==> src/design/mse_pkg.sv <==
// ----------------------------------------------------------------------------
// mse_pkg: shared types and helpers for the MNA stamp engine
// Sizes, codes, the front-to-back command beat and saturating arithmetic.
// ----------------------------------------------------------------------------
`default_nettype none
package mse_pkg;

	localparam int MAX_NODES    = 64;
	localparam int MAX_BRANCHES = 32;
	localparam int DIM          = MAX_NODES + MAX_BRANCHES;
	localparam int MAT_DEPTH    = DIM * DIM;

	localparam int NODE_W  = 7;
	localparam int BR_W    = 6;
	localparam int KIND_W  = 3;
	localparam int STAT_W  = 3;
	localparam int VAL_W   = 32;
	localparam int ENT_W   = 48;
	localparam int CFG_W   = 7;
	localparam int IDX_W   = $clog2(DIM);
	localparam int ADDR_W  = $clog2(MAT_DEPTH);
	localparam int QUO_W   = VAL_W + 1;
	localparam int DIV_CNT_W = $clog2(QUO_W + 1);

	localparam int STEP_COUNT = 5;
	localparam int STEP_W     = $clog2(STEP_COUNT + 1);

	localparam int QUEUE_DEPTH = 2;
	localparam int QPTR_W      = $clog2(QUEUE_DEPTH);
	localparam int QCNT_W      = $clog2(QUEUE_DEPTH + 1);

	localparam logic [ENT_W-1:0] UNIT = ENT_W'(65536);

	localparam logic CFG_NODE_COUNT   = 1'b0;
	localparam logic CFG_BRANCH_COUNT = 1'b1;

	typedef enum logic [KIND_W-1:0] {
		K_RES  = 3'd0,
		K_ISRC = 3'd1,
		K_VSRC = 3'd2,
		K_IND  = 3'd3,
		K_CAP  = 3'd4
	} kind_t;

	typedef enum logic [STAT_W-1:0] {
		ST_OK        = 3'd0,
		ST_BAD_NODE  = 3'd1,
		ST_ZERO_R    = 3'd2,
		ST_NO_BRANCH = 3'd3,
		ST_BAD_READ  = 3'd4
	} status_t;

	typedef enum logic [2:0] {
		OP_NONE, OP_READ, OP_RES, OP_CAP, OP_ISRC, OP_VSRC, OP_IND
	} op_t;

	typedef enum logic [1:0] {
		T_NONE, T_COND, T_STORE, T_SRC
	} target_t;

	typedef enum logic [1:0] {
		F_IDLE, F_DIV, F_PUSH
	} fstate_t;

	typedef enum logic [2:0] {
		B_CLR, B_IDLE, B_STEP, B_WR, B_OUT
	} bstate_t;

	typedef struct packed {
		op_t               op;
		status_t           status;
		logic [NODE_W-1:0] p;
		logic [NODE_W-1:0] n;
		logic [IDX_W-1:0]  k;
		logic [IDX_W-1:0]  rr;
		logic [IDX_W-1:0]  rc;
		logic [ENT_W-1:0]  value;
		logic [BR_W-1:0]   br_used;
	} cmd_t;

	typedef struct packed {
		logic clearing;
	} back_stat_t;

	function automatic logic [ENT_W-1:0] sat_add(input logic [ENT_W-1:0] a,
		input logic [ENT_W-1:0] b);
		logic [ENT_W:0] s;
		s = {a[ENT_W-1], a} + {b[ENT_W-1], b};
		if (s[ENT_W] != s[ENT_W-1])
			return s[ENT_W] ? {1'b1, {(ENT_W-1){1'b0}}} : {1'b0, {(ENT_W-1){1'b1}}};
		return s[ENT_W-1:0];
	endfunction

	function automatic logic [ADDR_W-1:0] mat_addr(input logic [IDX_W-1:0] row,
		input logic [IDX_W-1:0] col);
		return ADDR_W'(row) * ADDR_W'(DIM) + ADDR_W'(col);
	endfunction

endpackage
`default_nettype wire

==> src/design/mse_queue.sv <==
// ----------------------------------------------------------------------------
// mse_queue: command queue between front and back
// Two-entry first-in first-out buffer of command beats.
// ----------------------------------------------------------------------------
`default_nettype none
module mse_queue (
	input  wire logic          clk,
	input  wire logic          arst_n,
	input  wire logic          push,
	input  wire mse_pkg::cmd_t din,
	input  wire logic          pop,
	output mse_pkg::cmd_t      dout,
	output logic               full,
	output logic               empty
);
	import mse_pkg::*;

	cmd_t              mem_q [QUEUE_DEPTH];
	logic [QPTR_W-1:0] wr_ptr_q, rd_ptr_q;
	logic [QCNT_W-1:0] cnt_q;

	assign full  = (cnt_q == QCNT_W'(QUEUE_DEPTH));
	assign empty = (cnt_q == '0);
	assign dout  = mem_q[rd_ptr_q];

	always_ff @(posedge clk or negedge arst_n) begin
		if (!arst_n) begin
			wr_ptr_q <= '0;
			rd_ptr_q <= '0;
			cnt_q    <= '0;
		end else begin
			if (push) wr_ptr_q <= wr_ptr_q + 1'b1;
			if (pop)  rd_ptr_q <= rd_ptr_q + 1'b1;
			cnt_q <= cnt_q + QCNT_W'(push) - QCNT_W'(pop);
		end
	end

	always_ff @(posedge clk) begin
		if (push) mem_q[wr_ptr_q] <= din;
	end

endmodule
`default_nettype wire

==> config.mk <==
export PLATFORM = sky130hd
export DESIGN_NAME = mse_queue
export DESIGN_NICKNAME = d
export VERILOG_FILES = /design/src/design/mse_pkg.sv /design/src/design/mse_queue.sv
export SDC_FILE = /design/constraint.sdc
export NUM_CORES = 1
export LEC_CHECK = 0
export ABC_AREA = 1
export BUFFER_PORTS_ARGS = -buffer_cell sky130_fd_sc_hd__buf_2
export CAP_MARGIN = 10
export CORE_ASPECT_RATIO = 0.6
export CORE_MARGIN = 3
export CORE_UTILIZATION = 50
export CTS_CLUSTER_DIAMETER = 30
export DETAILED_ROUTE_END_ITERATION = 12
export PLACE_DENSITY_LB_ADDON = 0.15
export SYNTH_ARGS = -nofsm -noshare
export SYNTH_HDL_FRONTEND = slang
export SYNTH_SLANG_ARGS = --single-unit
==> constraint.sdc <==
create_clock -name clk -period 7.1 [get_ports clk]
set_clock_uncertainty 0.15 [all_clocks]
set_input_delay 0.71 -clock clk [delete_from_list [all_inputs] [get_ports clk]]
set_output_delay 0.71 -clock clk [all_outputs]
set_load 0.02 [all_outputs]
==> results by group <==
Setup path
  • Crit. End Element: output pin
  • Crit-path max FO: between 90 and 100
  • Arrival time at the worst endpoint: 2.75 ns
  • Critical path's slowest cell: dfrtp_4
  • Critical Path Max Stage Delay: between 0.9 and 1 ns
  • Worst setup path category: reg2out
  • Worst EP required: ~6.2 ns
  • Critical-path cell list: buf_4, o21ai_0, buf_2
  • R2R Setup Slk: around 4.5 ns
  • Startpoint Class: flip-flop

Synthesis
  • Mapped Cells: between 500 and 600
  • Post-Syn Nets: around 620
  • Synth unique cells: 15
  • Post-synthesis sequential area ratio: 79.2%
  • Synth area leader: edfxtp_1
  • Count of warnings emitted by yosys: 0
  • Top post-synthesis cells by area: edfxtp_1 78%, o21ai_0 5.8%, inv_1 5.2%
  • Syn avg cell area: 14.1 um2
  • Mapped Area: 7330 um2
  • Synth Register Bits: ~190
  • Top-area cell type share of the netlist area: around 78%

Final layout
  • Proportion of layout cells with a drive suffix above 1: 32.8%
  • Fin nets: 819
  • Non-filler cells in the finished layout: 923
  • Inserted Diodes: 0
  • Layout area overhead: 22.1%

Timing
  • Final min period: between 3 and 4 ns
  • Final Setup Violations: 0
  • Fin Setup TNS: 0 ns
  • Slew HR: approximately a third
  • Worst hold slack: between 0.3 and 0.4 ns
  • Worst-margin pin slew: roughly 1.0 ns
  • Fin. max-slew vios: 0
  • Fmax: 0.277 GHz
  • Final hold vios: 0
  • Final Cycle Share: 50.9%
  • RSZ-0062 raised after global routing: false

Outcome
  • Outcome: finished, final reports clean

GRT
  • Pin count of the biggest net entering global routing: 99
  • Antenna violations before repair: 0
  • Total GRT Usage: 17.6%
  • Grt total ovfl: 0
  • Vias in the first global route: 4294
  • First-pass GRT wire length: 21700 um

Drt
  • Drt initial violations: approximately 410
  • Final Routed Wirelength: 13900 um
  • Via Count: 4271
  • ANT nets after route: 0
  • Vias per inst: 4.63
  • Post-route DRC: 0
  • TritonRoute pass-1 iters: 4
  • DR WL/cell: 15.1 um

Floorplanning
  • Initial Utilization: 52.4%
  • FP Rows: 33
  • # IOs: roughly 200
  • DIE HEIGHT: ~100 um
  • Core area: around 14000 um2
  • Die area: 16200 um2
  • Die width: around 160 um

Clock network
  • Clock slew at reported path FFs: 0.07 ns
  • H-tree depth: 4
  • Post-CTS Hold Buffers: 1
  • CTS sink cnt: 194
  • Post-CTS setup buffers: 0
  • CTS tree: done
  • Root buffer cell: clkbuf_16
  • CTS max path bufs: 2
  • Worst-skew pair later-pin latency: 0.42 ns
  • CTS resizes: 0
  • Total CTS buffers: 17

Pwr
  • Lkg Pwr: between 3 and 4 nW
  • Pwr/cell area: between 400 and 500 nW/um2
  • Maximum vdd drop: 0.290 mV

Place
  • Count of buffers from port buffering: between 150 and 200
  • DP HPWL: 9280 um
  • Placed insts: 890
  • RePlAce Congestion: around 0.78

Worst hold path
  • Hold WC Path Type: in2reg

Flow run
  • Max cap viols: 0
## layout make-up
cell class / instances / area, um2
Sequential cell: 194 / 5810
Fill cell: 1068 / 5040
Timing Repair Buffer: 199 / 1010
Multi-Input combinational cell: 204 / 958
Clock buffer: 17 / 425
Inverter: 102 / 385
Tap cell: 192 / 240
Clock inverter: 15 / 125
## worst max-delay path: cells and delay by family, from the launching register on
family                 cells  cell delay [ns]
AO/OA/AOI/OAI              1             0.28
buffers and inverters      2             1.00
flip-flops                 1             0.98
## sequential cells by signal, indices dropped and copies added, names as in the netlist
signal and cells:
mem_q 190, cnt_q 2, rd_ptr_q 1, wr_ptr_q 1
## synth_stat cells
library cell and number:
buf_2 8, buf_4 1, buf_6 6, clkbuf_4 1, clkbuf_8 5, dfrtp_1 4
edfxtp_1 190, ha_1 2, inv_1 102, nand2_1 101, nand3_1 1, nor2_1 3
o21ai_0 85, o21ai_2 10, xor2_1 2
## power breakdown
part	internal, mW	total [mW]	switching [mW]
combinational	0.336	1.17	0.838
sequential	1.52	1.64	0.122
clock	0.459	0.884	0.425
## cell usage in the layout (no fill, tap or decap), drive strengths merged
cell / netlist / routed
dfrtp: 4 / 4
edfxtp: 190 / 190
buf: 15 / 198
nor2: 3 / 3
inv: 102 / 108
clkinv: 0 / 8
xor2: 2 / 2
nand2: 101 / 101
nand3: 1 / 1
ha: 2 / 2
clkinvlp: 0 / 1
o21ai: 95 / 95
clkbuf: 6 / 17
dlygate4sd3: 0 / 1
## kinds of logic (layout without fill, tap and decap cells)
kind of cell             Yosys count  count (layout)  share of synthesized area [%]
buffers and inverters            123             333                           7.83
adder cells (fa/ha/maj)            2               2                          0.341
XOR/XNOR                           2               2                          0.239
AND/OR/NAND/NOR                  105             105                           5.39
AO/OA/AOI/OAI                     95              95                           7.00
flip-flops                       194             194                           79.2
## metrics by stage
| stage | total power, mW | utilization (%) | instance area, um2 | worst slack (ns) |
|---|---|---|---|---|
| 2_1_floorplan | 2.50 | - | 7330 | 1.67 |
| 3_3_place_gp | 2.83 | 60.0 | 8390 | 3.93 |
| 3_5_place_dp | 2.86 | 60.0 | 8390 | 3.91 |
| 4_1_cts | 3.75 | 64.0 | 8950 | 3.45 |
| 5_1_grt | 3.92 | 64.0 | 8950 | 3.21 |
| 6_report | 3.70 | 64.0 | 8950 | 3.49 |
## layer usage
| metal | track usage [%] | wire length (um) |
|---|---|---|
| met5 | 0 | 0 |
| met4 | 4.65 | 63 |
| met3 | 5.94 | 1160 |
| met2 | 26.8 | 6250 |
| met1 | 24.8 | 6470 |
## worst paths after layout
kind / cells past startpoint / to / start
worst min-delay path: 1 / mem_q[1][43] / din[43]
worst max register to register: 2 / mem_q[0][27] / wr_ptr_q
worst min register to register: 1 / wr_ptr_q / wr_ptr_q
min in group asynchronous: 2 / wr_ptr_q / arst_n
worst max-delay path: 3 / dout[78] / rd_ptr_q
max in group asynchronous: 2 / rd_ptr_q / arst_n
No activity file was read; power rests on OpenSTA's default activity.
