$ cat src/design/mse_pkg.sv
// ----------------------------------------------------------------------------
// mse_pkg: shared types and helpers for the MNA stamp engine
// Sizes, codes, the front-to-back command beat and saturating arithmetic.
// ----------------------------------------------------------------------------
`default_nettype none
package mse_pkg;

	localparam int MAX_NODES    = 64;
	localparam int MAX_BRANCHES = 32;
	localparam int DIM          = MAX_NODES + MAX_BRANCHES;
	localparam int MAT_DEPTH    = DIM * DIM;

	localparam int NODE_W  = 7;
	localparam int BR_W    = 6;
	localparam int KIND_W  = 3;
	localparam int STAT_W  = 3;
	localparam int VAL_W   = 32;
	localparam int ENT_W   = 48;
	localparam int CFG_W   = 7;
	localparam int IDX_W   = $clog2(DIM);
	localparam int ADDR_W  = $clog2(MAT_DEPTH);
	localparam int QUO_W   = VAL_W + 1;
	localparam int DIV_CNT_W = $clog2(QUO_W + 1);

	localparam int STEP_COUNT = 5;
	localparam int STEP_W     = $clog2(STEP_COUNT + 1);

	localparam int QUEUE_DEPTH = 2;
	localparam int QPTR_W      = $clog2(QUEUE_DEPTH);
	localparam int QCNT_W      = $clog2(QUEUE_DEPTH + 1);

	localparam logic [ENT_W-1:0] UNIT = ENT_W'(65536);

	localparam logic CFG_NODE_COUNT   = 1'b0;
	localparam logic CFG_BRANCH_COUNT = 1'b1;

	typedef enum logic [KIND_W-1:0] {
		K_RES  = 3'd0,
		K_ISRC = 3'd1,
		K_VSRC = 3'd2,
		K_IND  = 3'd3,
		K_CAP  = 3'd4
	} kind_t;

	typedef enum logic [STAT_W-1:0] {
		ST_OK        = 3'd0,
		ST_BAD_NODE  = 3'd1,
		ST_ZERO_R    = 3'd2,
		ST_NO_BRANCH = 3'd3,
		ST_BAD_READ  = 3'd4
	} status_t;

	typedef enum logic [2:0] {
		OP_NONE, OP_READ, OP_RES, OP_CAP, OP_ISRC, OP_VSRC, OP_IND
	} op_t;

	typedef enum logic [1:0] {
		T_NONE, T_COND, T_STORE, T_SRC
	} target_t;

	typedef enum logic [1:0] {
		F_IDLE, F_DIV, F_PUSH
	} fstate_t;

	typedef enum logic [2:0] {
		B_CLR, B_IDLE, B_STEP, B_WR, B_OUT
	} bstate_t;

	typedef struct packed {
		op_t               op;
		status_t           status;
		logic [NODE_W-1:0] p;
		logic [NODE_W-1:0] n;
		logic [IDX_W-1:0]  k;
		logic [IDX_W-1:0]  rr;
		logic [IDX_W-1:0]  rc;
		logic [ENT_W-1:0]  value;
		logic [BR_W-1:0]   br_used;
	} cmd_t;

	typedef struct packed {
		logic clearing;
	} back_stat_t;

	function automatic logic [ENT_W-1:0] sat_add(input logic [ENT_W-1:0] a,
		input logic [ENT_W-1:0] b);
		logic [ENT_W:0] s;
		s = {a[ENT_W-1], a} + {b[ENT_W-1], b};
		if (s[ENT_W] != s[ENT_W-1])
			return s[ENT_W] ? {1'b1, {(ENT_W-1){1'b0}}} : {1'b0, {(ENT_W-1){1'b1}}};
		return s[ENT_W-1:0];
	endfunction

	function automatic logic [ADDR_W-1:0] mat_addr(input logic [IDX_W-1:0] row,
		input logic [IDX_W-1:0] col);
		return ADDR_W'(row) * ADDR_W'(DIM) + ADDR_W'(col);
	endfunction

endpackage
`default_nettype wire

$ cat src/design/mse_ifs.sv
// ----------------------------------------------------------------------------
// mse_ifs: channel interfaces of the MNA stamp engine
// Item input, result output and register write channels.
// ----------------------------------------------------------------------------
`default_nettype none
interface mse_in_if;
	logic               valid;
	logic               ready;
	logic [0:0]         cmd;
	logic [2:0]         element_kind;
	logic [6:0]         plus_node;
	logic [6:0]         minus_node;
	logic signed [31:0] element_value;
	logic [6:0]         read_row;
	logic [6:0]         read_col;
	modport source (output valid, cmd, element_kind, plus_node, minus_node,
		element_value, read_row, read_col, input ready);
	modport sink (input valid, cmd, element_kind, plus_node, minus_node,
		element_value, read_row, read_col, output ready);
endinterface


interface mse_cfg_if;
	logic       valid;
	logic       ready;
	logic [0:0] index;
	logic [6:0] data;
	modport source (output valid, index, data, input ready);
	modport sink (input valid, index, data, output ready);
endinterface
`default_nettype wire

$ cat src/design/mse_front.sv
// ----------------------------------------------------------------------------
// mse_front: item intake and classification
// Holds the registers and branch counter, checks each item, computes the
// conductance with a bit-serial divider and hands a command beat to the queue.
// ----------------------------------------------------------------------------
`default_nettype none
module mse_front (
	input  wire logic              clk,
	input  wire logic              arst_n,
	mse_in_if.sink                 in_ch,
	mse_cfg_if.sink                cfg,
	input  wire mse_pkg::back_stat_t bstat,
	input  wire logic              q_full,
	output logic                   push,
	output mse_pkg::cmd_t          push_cmd
);
	import mse_pkg::*;

	fstate_t              fst_q, fst_d;
	logic [NODE_W-1:0]    node_count_q;
	logic [BR_W-1:0]      branch_count_q;
	logic [BR_W-1:0]      brcnt_q;
	cmd_t                 cmd_q, cls;
	logic                 alloc, need_div, accept;
	logic [NODE_W-1:0]    nodes;
	logic [BR_W-1:0]      brs;
	logic [NODE_W:0]      size;
	logic [VAL_W-1:0]     dsr_q, absval;
	logic                 neg_q;
	logic [QUO_W-1:0]     rem_q, dvd_q, quo_q, rem_sh, quo_next;
	logic [QUO_W:0]       diff;
	logic [DIV_CNT_W-1:0] cnt_q;
	logic [ENT_W-1:0]     quo_ext;

	assign cfg.ready   = 1'b1;
	assign in_ch.ready = (fst_q == F_IDLE) && !bstat.clearing;
	assign accept      = in_ch.valid && in_ch.ready;
	assign push        = (fst_q == F_PUSH) && !q_full;
	assign push_cmd    = cmd_q;

	always_comb begin
		nodes = (node_count_q > NODE_W'(MAX_NODES)) ? NODE_W'(MAX_NODES) : node_count_q;
		brs   = (branch_count_q > BR_W'(MAX_BRANCHES)) ? BR_W'(MAX_BRANCHES) : branch_count_q;
		size  = (NODE_W+1)'(nodes) + (NODE_W+1)'(brs);
		alloc    = 1'b0;
		need_div = 1'b0;
		cls        = '0;
		cls.op     = OP_NONE;
		cls.status = ST_OK;
		cls.p      = in_ch.plus_node;
		cls.n      = in_ch.minus_node;
		cls.rr     = IDX_W'(in_ch.read_row);
		cls.rc     = IDX_W'(in_ch.read_col);
		cls.k      = IDX_W'(nodes) + IDX_W'(brcnt_q);
		cls.value  = {{(ENT_W-VAL_W){in_ch.element_value[VAL_W-1]}}, in_ch.element_value};
		if (in_ch.cmd[0]) begin
			if ((NODE_W+1)'(in_ch.read_row) >= size || (NODE_W+1)'(in_ch.read_col) >= size)
				cls.status = ST_BAD_READ;
			else
				cls.op = OP_READ;
		end else if (in_ch.plus_node > nodes || in_ch.minus_node > nodes) begin
			cls.status = ST_BAD_NODE;
		end else begin
			unique case (kind_t'(in_ch.element_kind))
				K_RES: begin
					if (in_ch.element_value == '0) begin
						cls.status = ST_ZERO_R;
					end else begin
						cls.op   = OP_RES;
						need_div = 1'b1;
					end
				end
				K_ISRC: cls.op = OP_ISRC;
				K_VSRC, K_IND: begin
					if (brcnt_q >= brs) begin
						cls.status = ST_NO_BRANCH;
					end else begin
						cls.op = (kind_t'(in_ch.element_kind) == K_VSRC) ? OP_VSRC : OP_IND;
						alloc  = 1'b1;
					end
				end
				K_CAP: cls.op = OP_CAP;
				default: cls.op = OP_NONE;
			endcase
		end
		cls.br_used = brcnt_q + BR_W'(alloc);
		absval = in_ch.element_value[VAL_W-1] ? (~in_ch.element_value + 1'b1)
			: in_ch.element_value;
	end

	always_comb begin
		rem_sh   = {rem_q[QUO_W-2:0], dvd_q[QUO_W-1]};
		diff     = {1'b0, rem_sh} - {2'b00, dsr_q};
		quo_next = {quo_q[QUO_W-2:0], !diff[QUO_W]};
		quo_ext  = ENT_W'(quo_next);
	end

	always_comb begin
		fst_d = fst_q;
		unique case (fst_q)
			F_IDLE: if (accept) fst_d = need_div ? F_DIV : F_PUSH;
			F_DIV:  if (cnt_q == DIV_CNT_W'(1)) fst_d = F_PUSH;
			F_PUSH: if (!q_full) fst_d = F_IDLE;
			default: fst_d = F_IDLE;
		endcase
	end

	always_ff @(posedge clk or negedge arst_n) begin
		if (!arst_n) begin
			fst_q          <= F_IDLE;
			node_count_q   <= '0;
			branch_count_q <= '0;
			brcnt_q        <= '0;
		end else begin
			fst_q <= fst_d;
			if (cfg.valid) begin
				unique case (cfg.index[0])
					CFG_NODE_COUNT:   node_count_q   <= cfg.data;
					CFG_BRANCH_COUNT: branch_count_q <= cfg.data[BR_W-1:0];
					default: ;
				endcase
			end
			if (accept)
				brcnt_q <= brcnt_q + BR_W'(alloc);
		end
	end

	always_ff @(posedge clk) begin
		if (accept) begin
			cmd_q <= cls;
			dsr_q <= absval;
			neg_q <= in_ch.element_value[VAL_W-1];
			rem_q <= '0;
			quo_q <= '0;
			dvd_q <= {1'b1, {(QUO_W-1){1'b0}}};
			cnt_q <= DIV_CNT_W'(QUO_W);
		end else if (fst_q == F_DIV) begin
			rem_q <= diff[QUO_W] ? rem_sh : diff[QUO_W-1:0];
			quo_q <= quo_next;
			dvd_q <= {dvd_q[QUO_W-2:0], 1'b0};
			cnt_q <= cnt_q - 1'b1;
			if (cnt_q == DIV_CNT_W'(1))
				cmd_q.value <= neg_q ? (~quo_ext + 1'b1) : quo_ext;
		end
	end

endmodule
`default_nettype wire

$ cat src/flat_wrapper.sv
// flat-port wrapper written by rule: the top's interface ports become plain ports
module mse_front_flat import mse_pkg::*;
  (clk, arst_n, bstat, q_full, push, push_cmd, in_ch_valid, in_ch_cmd, in_ch_element_kind, in_ch_plus_node, in_ch_minus_node, in_ch_element_value, in_ch_read_row, in_ch_read_col, in_ch_ready, cfg_valid, cfg_index, cfg_data, cfg_ready);
  mse_in_if in_ch_i ();
  mse_cfg_if cfg_i ();
  input  wire logic clk;
  input  wire logic arst_n;
  input  wire mse_pkg::back_stat_t bstat;
  input  wire logic q_full;
  output logic push;
  output mse_pkg::cmd_t push_cmd;
  input wire logic [$bits(in_ch_i.valid)-1:0] in_ch_valid;
  input wire logic [$bits(in_ch_i.cmd)-1:0] in_ch_cmd;
  input wire logic [$bits(in_ch_i.element_kind)-1:0] in_ch_element_kind;
  input wire logic [$bits(in_ch_i.plus_node)-1:0] in_ch_plus_node;
  input wire logic [$bits(in_ch_i.minus_node)-1:0] in_ch_minus_node;
  input wire logic [$bits(in_ch_i.element_value)-1:0] in_ch_element_value;
  input wire logic [$bits(in_ch_i.read_row)-1:0] in_ch_read_row;
  input wire logic [$bits(in_ch_i.read_col)-1:0] in_ch_read_col;
  output wire logic [$bits(in_ch_i.ready)-1:0] in_ch_ready;
  input wire logic [$bits(cfg_i.valid)-1:0] cfg_valid;
  input wire logic [$bits(cfg_i.index)-1:0] cfg_index;
  input wire logic [$bits(cfg_i.data)-1:0] cfg_data;
  output wire logic [$bits(cfg_i.ready)-1:0] cfg_ready;
  assign in_ch_i.valid = in_ch_valid;
  assign in_ch_i.cmd = in_ch_cmd;
  assign in_ch_i.element_kind = in_ch_element_kind;
  assign in_ch_i.plus_node = in_ch_plus_node;
  assign in_ch_i.minus_node = in_ch_minus_node;
  assign in_ch_i.element_value = in_ch_element_value;
  assign in_ch_i.read_row = in_ch_read_row;
  assign in_ch_i.read_col = in_ch_read_col;
  assign in_ch_ready = in_ch_i.ready;
  assign cfg_i.valid = cfg_valid;
  assign cfg_i.index = cfg_index;
  assign cfg_i.data = cfg_data;
  assign cfg_ready = cfg_i.ready;
  mse_front u_core (.clk(clk), .arst_n(arst_n), .in_ch(in_ch_i), .cfg(cfg_i), .bstat(bstat), .q_full(q_full), .push(push), .push_cmd(push_cmd));
endmodule
$ cat config.mk
export PLATFORM = sky130hd
export DESIGN_NAME = mse_front_flat
export DESIGN_NICKNAME = d
export VERILOG_FILES = /design/src/design/mse_pkg.sv /design/src/design/mse_ifs.sv /design/src/design/mse_front.sv /design/src/flat_wrapper.sv
export SDC_FILE = /design/constraint.sdc
export NUM_CORES = 1
export LEC_CHECK = 0
export BUFFER_PORTS_ARGS = -buffer_cell sky130_fd_sc_hd__buf_2
export CORE_MARGIN = 2
export CORE_UTILIZATION = 55
export CTS_BUF_LIST = sky130_fd_sc_hd__clkbuf_2 sky130_fd_sc_hd__clkbuf_4 sky130_fd_sc_hd__clkbuf_8
export CTS_CLUSTER_DIAMETER = 40
export DETAILED_ROUTE_END_ITERATION = 10
export PLACE_DENSITY = 0.77
export REMOVE_ABC_BUFFERS = 1
export SYNTH_ARGS = -nofsm -noshare
export SYNTH_HDL_FRONTEND = slang
export SYNTH_SLANG_ARGS = --single-unit
$ cat constraint.sdc
create_clock -name clk -period 5.8 [get_ports clk]
set_input_delay 0.58 -clock clk [delete_from_list [all_inputs] [get_ports clk]]
set_output_delay 0.58 -clock clk [all_outputs]
set_load 0.01 [all_outputs]
==> out/metrics.csv <==
metric,value,unit
diodes,0,
min_period_over_period,71.8,%
fmax,240,MHz
yosysTopAreaCell,edfxtp_1,
worstPathMaxFanout,7,
yosys_most_used_dff,edfxtp_1,
drc_errors,0,
grt.overflow.total,0,
dp.cells,1685,
post-dp-hpwl,21200,µm
ir_drop,0.257,mV
grt_max_degree,128,
critPathKind,flip-flop to flip-flop,
htree_levels,2,
routabilityCongestion,0.914,
synth_top_area_share,30.9,%
track_usage,25.1,%
stdcell_area,14300,µm²
vias,10119,
firstDrtPassIters,8,
syn_area_per_cell,9.71,µm²
initial_core_util,55.5,%
worst_pin_slew,1.03,ns
syn_to_final_growth,15.2,%
relSlewSlack,30.9,%
cap_violations,0,
postSynthCellCount,1281,
antenna_found_initial,0,
grt_pass1_wl,48600,µm
hold_viol_final,0,
routed_via_density,5.75,
instances_no_fill,1759,
n_fill_cell,1831,
status,"complete, no violations",
rsz0062_at_grt,no,
yosysUniqueCellTypes,72,
rows,55,
hold_ws,0.246,ns
yosysSeqAreaShare,46.5,%
drt_iter0_markers,683,
final_antenna_net_count,0,
io_buffers,174,
boundaryPins,176,
cts-buffers-inserted,40,
dieArea,23800,µm²
synth_edf_count,128,
num-nets-final,1608,
postCtsResizedCells,0,
yosysWarnings,0,
crit_path_end_kind,flip-flop,
clk_latency,0.54,ns
cts_tree,yes,
power_density,287,nW/µm²
ys_ff_latch,220,
critical_path_arrival,4.41,ns
avgRoutedWirePerCell,17.1,µm
fin_tns_setup,0,ns
drt_wl_total,30100,µm
dieHeight,154,µm
p_total,4.11,mW
cts_buffer_depth,3,
core,22400,µm²
die_w,154,µm
final_cell_mix,"buf_2, nand2_1, edfxtp_1",
setup_viol,0,
slew_viol_final,0,
drive_gt1_share,19.3,%
async_flop_share,9.55,%
ys_top_cells_by_area,"edfxtp_1, dfxtp_1, ha_1, o21ai_0, nand2_1",
crit_path_start_kind,flip-flop,
fin_skew,0.0160,ns
grt_pass1_vias,9827,
place_area,13500,µm²
p_leak,6.14,nW
hold_path_class,primary input to flip-flop,
final_common_cell,buf_2,
root_buffer,clkbuf_8,
clock-sinks,220,
syn_area,12400,µm²
clk_pin_slew,0.06,ns
cp.required,6.05,ns
fin_crit,4.16,ns
-- power breakdown --
| part | leakage, nW | internal (mW) | switching [mW] |
|---|---|---|---|
| logic | 3.67 | 0.333 | 0.474 |
| clock network | 0.427 | 0.825 | 0.649 |
| registers | 2.04 | 1.78 | 0.0512 |
-- sequential cells by signal, indices dropped and copies added, names as in the netlist --
register and cells:
u_core.push_cmd 95, u_core.branch_count_q 6, u_core.neg_q 1, u_core.dvd_q 1
u_core.rem_q 32, u_core.cnt_q 6, u_core.brcnt_q 6, u_core.dsr_q 32
u_core.node_count_q 7, u_core.quo_q 32, u_core.fst_q 2
-- layer usage --
layer	vias to the layer above	wire length [µm]	track usage, %
met5	-	0	0
met4	0	959	9.96
met3	68	2300	6.33
met2	349	14400	41.9
met1	4768	12500	31.5
li1	4934	-	-
-- synthesized netlist by cell type (all sizes together), types with 13 or more instances --
cell type  instances
inv               74
o31ai             19
edfxtp           128
xnor2             59
nand2            157
dfrtp             21
xor2              49
or4               15
a21oi            114
nor2              61
a21o              26
nand3             29
o21ai            120
ha                84
clkbuf            51
o41ai             13
mux2i             13
nor2b             14
dfxtp             71
-- stage by stage --
stage / setup WS (ns) / util [%]
3_5_place_dp: 1.68 / 60.3
6_report: 1.64 / 63.9
5_1_grt: 1.28 / 63.9
2_1_floorplan: -0.0871 / -
3_3_place_gp: 1.79 / 60.3
4_1_cts: 1.66 / 63.9
-- layout make-up --
cell class	instances	area, µm²	area share, %
multi-input combinational	925	6170	43.0
sequential	220	5790	40.4
timing repair buffer	181	926	6.46
clock buffer	55	694	4.84
tap	285	357	2.49
inverter	75	287	2.00
clock inverter	18	115	0.803
-- cell families after synthesis --
group           share of synthesized area [%]
buf+inv                                  4.16
xor+xnor                                 7.60
compound gates                           17.5
simple gates                             13.1
mux                                      2.13
flops                                    46.5
other cells                            0.0301
fa+ha+maj                                8.93
-- critical path, stage by stage (launching register included) --
cell	delay [ns]
edfxtp_1	0.32
inv_1	0.04
ha_1	0.35
o21ai_0	0.33
a21oi_1	0.14
a311o_1	0.36
a21oi_1	0.36
o211a_1	0.25
o21ai_4	0.06
inv_1	0.17
ha_1	0.36
nand3_1	0.16
or4_1	0.49
o21ai_0	0.23
xor2_1	0.17
a21oi_1	0.09
-- path summary, 6_finish.rpt --
path | from | end | slack, ns | cells past startpoint
worst max-delay path | u_core.dsr_q[13] | u_core.push_cmd[38] | 1.64 | 15
worst min-delay path | in_ch_read_col[2] | u_core.push_cmd[56] | 0.25 | 1
worst max register to register | u_core.dsr_q[13] | u_core.push_cmd[38] | 1.64 | 15
worst min register to register | u_core.rem_q[1] | u_core.rem_q[1] | 0.48 | 2
max in group asynchronous | arst_n | u_core.brcnt_q[1] | 4.92 | 2
min in group asynchronous | arst_n | u_core.node_count_q[0] | 0.55 | 2
-- repair_timing --
item                                   4_1_cts  5_1_grt
setup endpoints to repair                    0        0
hold buffers                                 1        0
buffers inserted                             0        0
endpoints found under the hold margin       12        0
Power figures use the tool's default switching activity.
